===== src/sv/cvpe_pkg.sv =====
`timescale 1ns / 1ps
// Package of the pose extrapolator: beat types, register codes and shared constants.
package cvpe_pkg;

	// Input beat: one tracked object.
	typedef struct packed {
		logic [15:0]        object_tag;
		logic signed [31:0] pos_x;
		logic signed [31:0] pos_y;
		logic signed [31:0] pos_z;
		logic signed [15:0] quat_w;
		logic signed [15:0] quat_x;
		logic signed [15:0] quat_y;
		logic signed [15:0] quat_z;
		logic [15:0]        box_length_mm;
		logic               skip_prediction;
	} obj_in_t;

	// Output beat: one predicted pose, or a marker for an object with no pose.
	typedef struct packed {
		logic [15:0]        result_tag;
		logic [6:0]         step_index;
		logic signed [31:0] pose_x;
		logic signed [31:0] pose_y;
		logic signed [31:0] pose_z;
		logic               has_pose;
		logic               last_of_object;
	} pose_out_t;

	// Configuration registers as seen by the datapath.
	typedef struct packed {
		logic [9:0]  step_ms;
		logic [13:0] horizon_ms;
		logic [15:0] length_threshold_mm;
		logic [15:0] speed_large_mm_s;
		logic [15:0] speed_small_mm_s;
	} cfg_t;

	// Classified object handed from the front end to the pose generator.
	// stc and sts are speed times cos and sin of the heading.
	typedef struct packed {
		logic [15:0]        tag;
		logic signed [31:0] pos_x;
		logic signed [31:0] pos_y;
		logic signed [31:0] pos_z;
		logic signed [31:0] stc;
		logic signed [31:0] sts;
		logic               no_pose;
	} obj_t;

	// Register indexes of the configuration port.
	typedef enum logic [2:0] {
		REG_STEP_MS    = 3'd0,
		REG_HORIZON_MS = 3'd1,
		REG_LEN_THRESH = 3'd2,
		REG_SPEED_LRG  = 3'd3,
		REG_SPEED_SML  = 3'd4
	} cfg_reg_t;

	localparam logic [9:0]  STEP_RST    = 10'd200;
	localparam logic [13:0] HORIZON_RST = 14'd3000;
	localparam logic [15:0] THRESH_RST  = 16'd3500;
	localparam logic [15:0] SPD_LRG_RST = 16'd5000;
	localparam logic [15:0] SPD_SML_RST = 16'd1400;

	// CORDIC gain compensation in Q2.30.
	localparam logic [31:0] GAIN_Q30 = 32'd652032874;

	// Offset divisor 32768000 = 2^18 * 125, rounding half added before the shift.
	localparam logic [46:0] ROUND_HALF  = 47'd16384000;
	localparam int          DIV_SHIFT   = 18;
	localparam logic [30:0] DIV_RECIP   = 31'd1099511628;
	localparam int          RECIP_SHIFT = 37;
	localparam logic [6:0]  DIV_ODD     = 7'd125;

	// A zero step behaves as one millisecond.
	function automatic logic [9:0] eff_step(input cfg_t c);
		eff_step = (c.step_ms == 10'd0) ? 10'd1 : c.step_ms;
	endfunction

endpackage


===== src/sv/cvpe_fifo.sv =====
`timescale 1ns / 1ps
// Two-entry queue of classified objects between the front end and the pose generator.
module cvpe_fifo
	import cvpe_pkg::*;
(
	input  logic clk,
	input  logic arst_n,
	input  logic push_valid,
	output logic push_ready,
	input  obj_t push_data,
	output logic pop_valid,
	input  logic pop_ready,
	output obj_t pop_data
);

	obj_t       mem_q [0:1];
	logic       wr_ptr_q, rd_ptr_q;
	logic [1:0] cnt_q;
	logic       push, pop;

	assign push_ready = (cnt_q != 2'd2);
	assign pop_valid  = (cnt_q != 2'd0);
	assign push       = push_valid && push_ready;
	assign pop        = pop_valid && pop_ready;
	assign pop_data   = mem_q[rd_ptr_q];

	// Pointers and fill count.
	always_ff @(posedge clk or negedge arst_n) begin
		if (!arst_n) begin
			wr_ptr_q <= 1'b0;
			rd_ptr_q <= 1'b0;
			cnt_q    <= 2'd0;
		end else begin
			if (push) begin
				wr_ptr_q <= !wr_ptr_q;
			end
			if (pop) begin
				rd_ptr_q <= !rd_ptr_q;
			end
			if (push && !pop) begin
				cnt_q <= cnt_q + 2'd1;
			end else if (pop && !push) begin
				cnt_q <= cnt_q - 2'd1;
			end
		end
	end

	// Entry storage.
	always_ff @(posedge clk) begin
		if (push) begin
			mem_q[wr_ptr_q] <= push_data;
		end
	end

`ifndef ASSERT_OFF
	a_cnt_range: assert property (@(posedge clk) disable iff (!arst_n)
		cnt_q != 2'd3) else $error("queue count out of range");
	a_ptr_cnt: assert property (@(posedge clk) disable iff (!arst_n)
		(cnt_q == 2'd1) |-> (wr_ptr_q != rd_ptr_q)) else $error("pointers disagree with count");
	a_fill: assert property (@(posedge clk) disable iff (!arst_n)
		(push && !pop) |=> (cnt_q == $past(cnt_q) + 2'd1)) else $error("push lost");
`endif

endmodule


===== config.mk =====
export PLATFORM = sky130hd
export DESIGN_NAME = cvpe_fifo
export DESIGN_NICKNAME = d
export VERILOG_FILES = /design/src/sv/cvpe_pkg.sv /design/src/sv/cvpe_fifo.sv
export SDC_FILE = /design/constraint.sdc
export NUM_CORES = 1
export LEC_CHECK = 0
export ABC_AREA = 1
export ABC_CLOCK_PERIOD_IN_PS = 18100
export BUFFER_PORTS_ARGS = -buffer_cell sky130_fd_sc_hd__clkbuf_2
export CORE_UTILIZATION = 30
export CTS_BUF_LIST = sky130_fd_sc_hd__clkbuf_16
export DETAILED_ROUTE_END_ITERATION = 6
export SYNTH_ARGS = -nofsm -noshare
export SYNTH_HDL_FRONTEND = slang
export SYNTH_SLANG_ARGS = --single-unit

===== constraint.sdc =====
create_clock -name clk -period 18.1 [get_ports clk]
set_clock_uncertainty 0.1 [all_clocks]
set_input_delay 1.81 -clock clk [delete_from_list [all_inputs] [get_ports clk]]
set_output_delay 1.81 -clock clk [all_outputs]
set_load 0.02 [all_outputs]

==> reports/metrics.cfg, run 1 <==
[pwr]
internal-power_uw = 1814
ir_drop_v = 0.0001020
p_sw_uw = 1101
seqPwrFrac_pct = 40.4
pwr_density_cell_mw_per_mm2 = 175.2
p_leak_uw = 0.007150
switching_share_pct = 37.78
comb_power_share_pct = 34.8
p_clk_share_pct = 24.8

[clocking]
ctsResizeCount = 0
ctsHtreeMaxLevel = 2
numCtsBuffers = 39
cts_tree = done
clock-sinks = 358
path_clk_slew_ns = 0.06
root_buffer = clkbuf_16
cts_buffer_depth = 3
cts_hold_buffers = 0
postCtsSetupBuffers = 0
clk_latency_ns = 0.53

[placement]
dpl_cell_area_sq_mm = 0.01547
place_hpwl_mm = 19.70
portBuffers = 359
gp_congestion = 0.7522
place_inst = 1868

[timing]
post-route-period-util_pct = 27.26
finalSetupViolCount = 0
period_minus_slack_ns = 4.934
slew_viol_final = 0
hold_violations = 0
fin_tns_setup_ns = 0
hold_ws_ns = 0.3963
fmax_mhz = 202.7
tightest_slew_ns = 1.044
relSlewSlack_pct = 30.37
rsz0062_at_grt = false

[detailed_routing]
wl_met2_mm = 14.40
routed_via_density = 4.213
wl_mm = 30.43
drt_iter0_drc = 392
route.detailed.drc = 0
wl_met3_mm = 2.875
met1_length_mm = 12.52
ant_nets = 0
wire_per_inst_um = 15.72
top_layer_used = met5
first_pass_iters = 4
vias = 8156

[synth]
synthDistinctLibCells = 14
synth_fp_nets = 1135
syn_inst = 953
avgSynthCellArea_sq_um = 13.78
syn_area_sq_mm = 0.01314
synth-seq-cells = 358
yosysSeqAreaShare_pct = 81.69
yosys_warnings = 0

[cells_and_area]
fin_nets = 1506
syn_to_final_growth_pct = 26.70
antenna_cells = 0
utilization_pct = 38.55
finalNonFillerCells = 1936
fin_area_sq_mm = 0.01664
drive_above_1_share_pct = 31.38

[worst_setup_path]
critPathRequiredTime_ns = 16.19
end_kind = output pin
cp_max_fo = 94
cp_common_cell = nand2_1
crit_type = reg -> out
path_cells = inv_6 > buf_4 > nand2_1 > nand2_1 > clkbuf_2
crit_arrival_ns = 3.02
path_delay_family = buffers and inverters
critPathBufInv = 3
ff2ff_setup_slack_ns = 14.99
worst_path_largest_cell_delay_ns = 0.79
startpoint_type = flip-flop
cp_slowest_cell = buf_4

[status]
status = complete, no violations

[hold_path]
hp-class = reg -> reg

[die]
core-area_sq_mm = 0.04317
die_w_um = 211.2
dieHeight_um = 211.2
dieArea_sq_mm = 0.04462
start_util_pct = 30.43
fp-row-count = 76
io_pins = 360

[grt]
grt_max_degree = 95
grt_overflow_total = 0
antenna_found_initial = 4
grt_pass1_vias = 8021
track_usage_pct = 13.29
grt_pass1_wl_mm = 44.98

[flow_run]
drv_cap = 0

final cells by class:
| type | instances | area [sq um] |
|---|---|---|
| clock inverter | 27 | 147.6 |
| clock buffer | 41 | 1026 |
| timing repair buffer | 369 | 1872 |
| multi-input combinational | 549 | 2100 |
| sequential | 358 | 10730 |
| tap | 585 | 732.0 |
| fill | 4168 | 26530 |
| inverter | 7 | 31.28 |
cell usage after synthesis:
cell      instances  area share, %
nor2_1            2          0.057
inv_1             6           0.17
xnor2_1           1          0.067
buf_2            20           0.76
nand4_1           1          0.048
nand3_1           2          0.076
edfxtp_1        354             81
nand2_1         541             15
ha_1              1          0.095
buf_4             6           0.34
buf_6            13            1.1
dfrtp_1           4           0.76
inv_4             1          0.048
xor2_1            1          0.067
worst paths after layout:
| path | cells after the start | endpoint | start |
|---|---|---|---|
| hold reg to reg | 1 | cnt_q[0] | cnt_q[0] |
| max in group asynchronous | 1 | rd_ptr_q | arst_n |
| setup / recovery | 5 | pop_data[4] | rd_ptr_q |
| min in group asynchronous | 1 | wr_ptr_q | arst_n |
| setup reg to reg | 6 | mem_q[0][75] | cnt_q[0] |
| hold / removal | 1 | cnt_q[0] | cnt_q[0] |
cells in the final DEF (no fill, tap or decap):
cell / instances
buf_4: 10
bufinv_16: 1
clkbuf_16: 41
clkbuf_2: 359
clkinv_1: 6
clkinv_2: 6
clkinv_4: 1
clkinvlp_4: 2
dfrtp_1: 3
dfrtp_4: 1
edfxtp_1: 354
ha_1: 1
inv_1: 17
inv_6: 1
nand2_1: 541
nand3_1: 2
nand4_1: 1
nor2_4: 2
xnor2_1: 1
xor2_1: 1
registers in the layout, indices dropped and copies added, names as in the netlist:
name,cells
mem_q,354
cnt_q,2
rd_ptr_q,1
wr_ptr_q,1
cells by family (layout without fill, tap and decap cells):
| kind of cell | Yosys count | after routing | synth area share, % |
|---|---|---|---|
| DFF | 358 | 358 | 81.69 |
| xor gates and xnor gates | 2 | 2 | 0.1334 |
| adders and majority gates | 1 | 1 | 0.09524 |
| buffers and inverters | 46 | 444 | 2.439 |
| and+or+nand+nor | 546 | 546 | 15.64 |
power groups by stage:
stage / clock network, uW / registers [uW] / logic [uW]
floorplan: 0 / 1240 / 680
global placement: 0 / 1190 / 1030
detailed placement: 0 / 1190 / 1040
CTS: 749 / 1180 / 1040
global route: 781 / 1190 / 1110
finish: 724 / 1180 / 1010
metal layers:
layer  vias up  track usage (%)
li1       3971                -
met1      3846            16.33
met2       287            21.31
met3        44            5.486
met4         8            3.898
met5         -                0
per-stage QoR:
stage,worst slack [ns],power (uW)
3_3_place_gp,13.67,2221
2_1_floorplan,8.016,1920
5_1_grt,12.89,3087
6_report,13.17,2915
3_5_place_dp,13.60,2232
4_1_cts,13.12,2965
No activity file was read; power rests on OpenSTA's default activity.
==> run 2, diff against run 1 <==
- ABC_AREA: 1 -> 0
- ABC_CLOCK_PERIOD_IN_PS: 18100 -> 4570
- clock period: 18.1 -> 4.57 ns (I/O delays scaled with it)
==> reports/metrics.cfg, run 2 <==
[worst_setup_path]
worst_path_largest_cell_delay_ns = 0.97
cp_slowest_cell = dfrtp_4
end_kind = output pin
path_cells = buf_12 > mux2_2 > clkbuf_2
cp_max_fo = 48
crit_type = reg -> out
crit_arrival_ns = 2.47
critPathRequiredTime_ns = 4.01
startpoint_type = flip-flop

[clocking]
cts_tree = done
clock-sinks = 358
cts_buffer_depth = 3
path_clk_slew_ns = 0.06
root_buffer = clkbuf_16
clk_latency_ns = 0.54
ctsHtreeMaxLevel = 2
numCtsBuffers = 39
postCtsSetupBuffers = 0

[placement]
place_hpwl_mm = 17.51
gp_congestion = 0.7278
place_ws_ns = 2.042
portBuffers = 359

[detailed_routing]
vias = 7322
drt_iter0_drc = 303
wire_per_inst_um = 16.13
ant_nets = 0
route.detailed.drc = 0
wl_mm = 28.38
routed_via_density = 4.163
first_pass_iters = 4

[grt]
grt_max_degree = 79
track_usage_pct = 11.93
grt_pass1_vias = 7608
grt_pass1_wl_mm = 41.19
antenna_found_initial = 0
grt_overflow_total = 0

[timing]
hold_violations = 0
relSlewSlack_pct = 40.75
slew_viol_final = 0
fmax_mhz = 330.0
setup_ws_ns = 1.539
finalSetupViolCount = 0
post-route-period-util_pct = 66.31
fin_tns_setup_ns = 0
period_minus_slack_ns = 3.031
tightest_slew_ns = 0.8867
rsz0062_at_grt = false

[die]
core-area_sq_mm = 0.04412
fp-row-count = 77
io_pins = 360
dieArea_sq_mm = 0.04548
dieHeight_um = 213.3
start_util_pct = 30.35
die_w_um = 213.3

[synth]
yosysSeqAreaShare_pct = 80.13
synth_edf_count = 354
ys.flop_type = edfxtp_1
syn_inst = 569
synthMostInstantiatedCell = edfxtp_1
yosys_warnings = 0
synth-seq-cells = 358
synth_top_area_share_pct = 79.39
synthDistinctLibCells = 15
synth-async-reset-ratio_pct = 1.117
avgSynthCellArea_sq_um = 23.53
syn_area_sq_mm = 0.01339
yosys-top-cells-count = edfxtp_1, mux2_4, mux2_2
yosys.area.top_type = edfxtp_1
synth_fp_nets = 751
synth.top_cells.by_area = edfxtp_1, mux2_4, mux2_2

[flow_run]
drv_cap = 0

[pwr]
internal-power_uw = 8146
ir_drop_v = 0.0003795
pwr_density_cell_mw_per_mm2 = 629.1
p_sw_uw = 3790
p_clk_share_pct = 26.3
switching_share_pct = 31.76
seqPwrFrac_pct = 39.8
comb_power_share_pct = 33.9
p_leak_uw = 0.007499

[cells_and_area]
layout_commonest_cell = clkbuf_2
mostFrequentLayoutCells = clkbuf_2, edfxtp_1, dlygate4sd3_1
utilization_pct = 43.00
fillers = 3954
syn_to_final_growth_pct = 41.68
drive_above_1_share_pct = 51.80
top_register = mem_q
largest_reg_flops = 354
fin_nets = 1319
reg_top3 = mem_q x354, cnt_q x2

[hold_path]
hp-class = in -> reg

[status]
status = complete, no violations

==> run 2: cell count changes in the layout (fill, tap and decap cells not counted), sizes merged, moves of 2 or more <==
cell / delta
bufinv: +5
dlygate4sd3: +175
xnor2: +2
mux2: +177
nand3: -2
buf: +3
clkinv: -5
inv: -2
nand2: -539
==> run 2: timing repair <==
action                                 CTS  global route
resized for setup                        0             0
hold buffers                           175             0
endpoints found under the hold margin  352             0
==> run 2: cell type report <==
cell class	count	area [sq um]	share of cell area, %
clock inverters	30	294.0	1.550
multi-input cells	190	2475	13.04
inverters	1	3.754	0.01979
repair buffers	547	3721	19.61
well taps	592	740.7	3.904
diodes	1	2.502	0.01319
flip-flops and latches	358	10730	56.58
clock buffers	40	1001	5.276
==> run 2: path summary, 6_finish.rpt <==
path                       cells past startpoint            from             to  slack [ns]
min reg2reg                                    1        cnt_q[1]       cnt_q[1]        0.41
min in group asynchronous                      2          arst_n       cnt_q[0]        0.17
max                                            3        rd_ptr_q  pop_data[145]        1.54
min                                            1  push_data[134]  mem_q[1][134]        0.04
max in group asynchronous                      2          arst_n       rd_ptr_q        4.03
max reg2reg                                    4        cnt_q[0]   mem_q[0][75]        2.13
==> run 2: per-layer routing <==
metal	GRT usage, %	part of all wire [%]
met1	13.88	41
met2	20.42	50
met3	4.074	7.7
met4	4.089	2.2
met5	0	0
==> run 2: worst max-delay path: cells and delay by family, from the launching register on <==
family                 cells  cell delay, ns
muxes                      1            0.38
DFF                        1            0.97
buffers and inverters      2            0.53
==> run 2: per-stage QoR <==
step	hold WS, ns	area, sq um	total power (uW)	cells
5_1_grt	0.009174	18970	12510	1758
3_5_place_dp	0.1877	15920	8798	1513
4_1_cts	0.005067	18970	12110	1758
6_report	0.04251	18970	11940	1759
2_1_floorplan	0.06141	13400	7635	569
3_3_place_gp	0.1777	15920	8758	1513
==> run 2: kinds of logic after synthesis <==
logic type,count (synthesis),synth area share (%)
muxes,177,17.72
and+or+nand+nor,7,0.2524
DFF,358,80.13
adders and majority gates,1,0.09343
xor gates and xnor gates,5,0.3271
buffers and inverters,21,1.476
==> run 2: power by group through the flow <==
stage | registers [uW] | logic [uW] | clock network (uW)
floorplan | 4730 | 2900 | 0
global placement | 4800 | 3960 | 0
detailed placement | 4830 | 3970 | 0
CTS | 4770 | 4100 | 3240
global route | 4830 | 4310 | 3370
finish | 4760 | 4040 | 3140
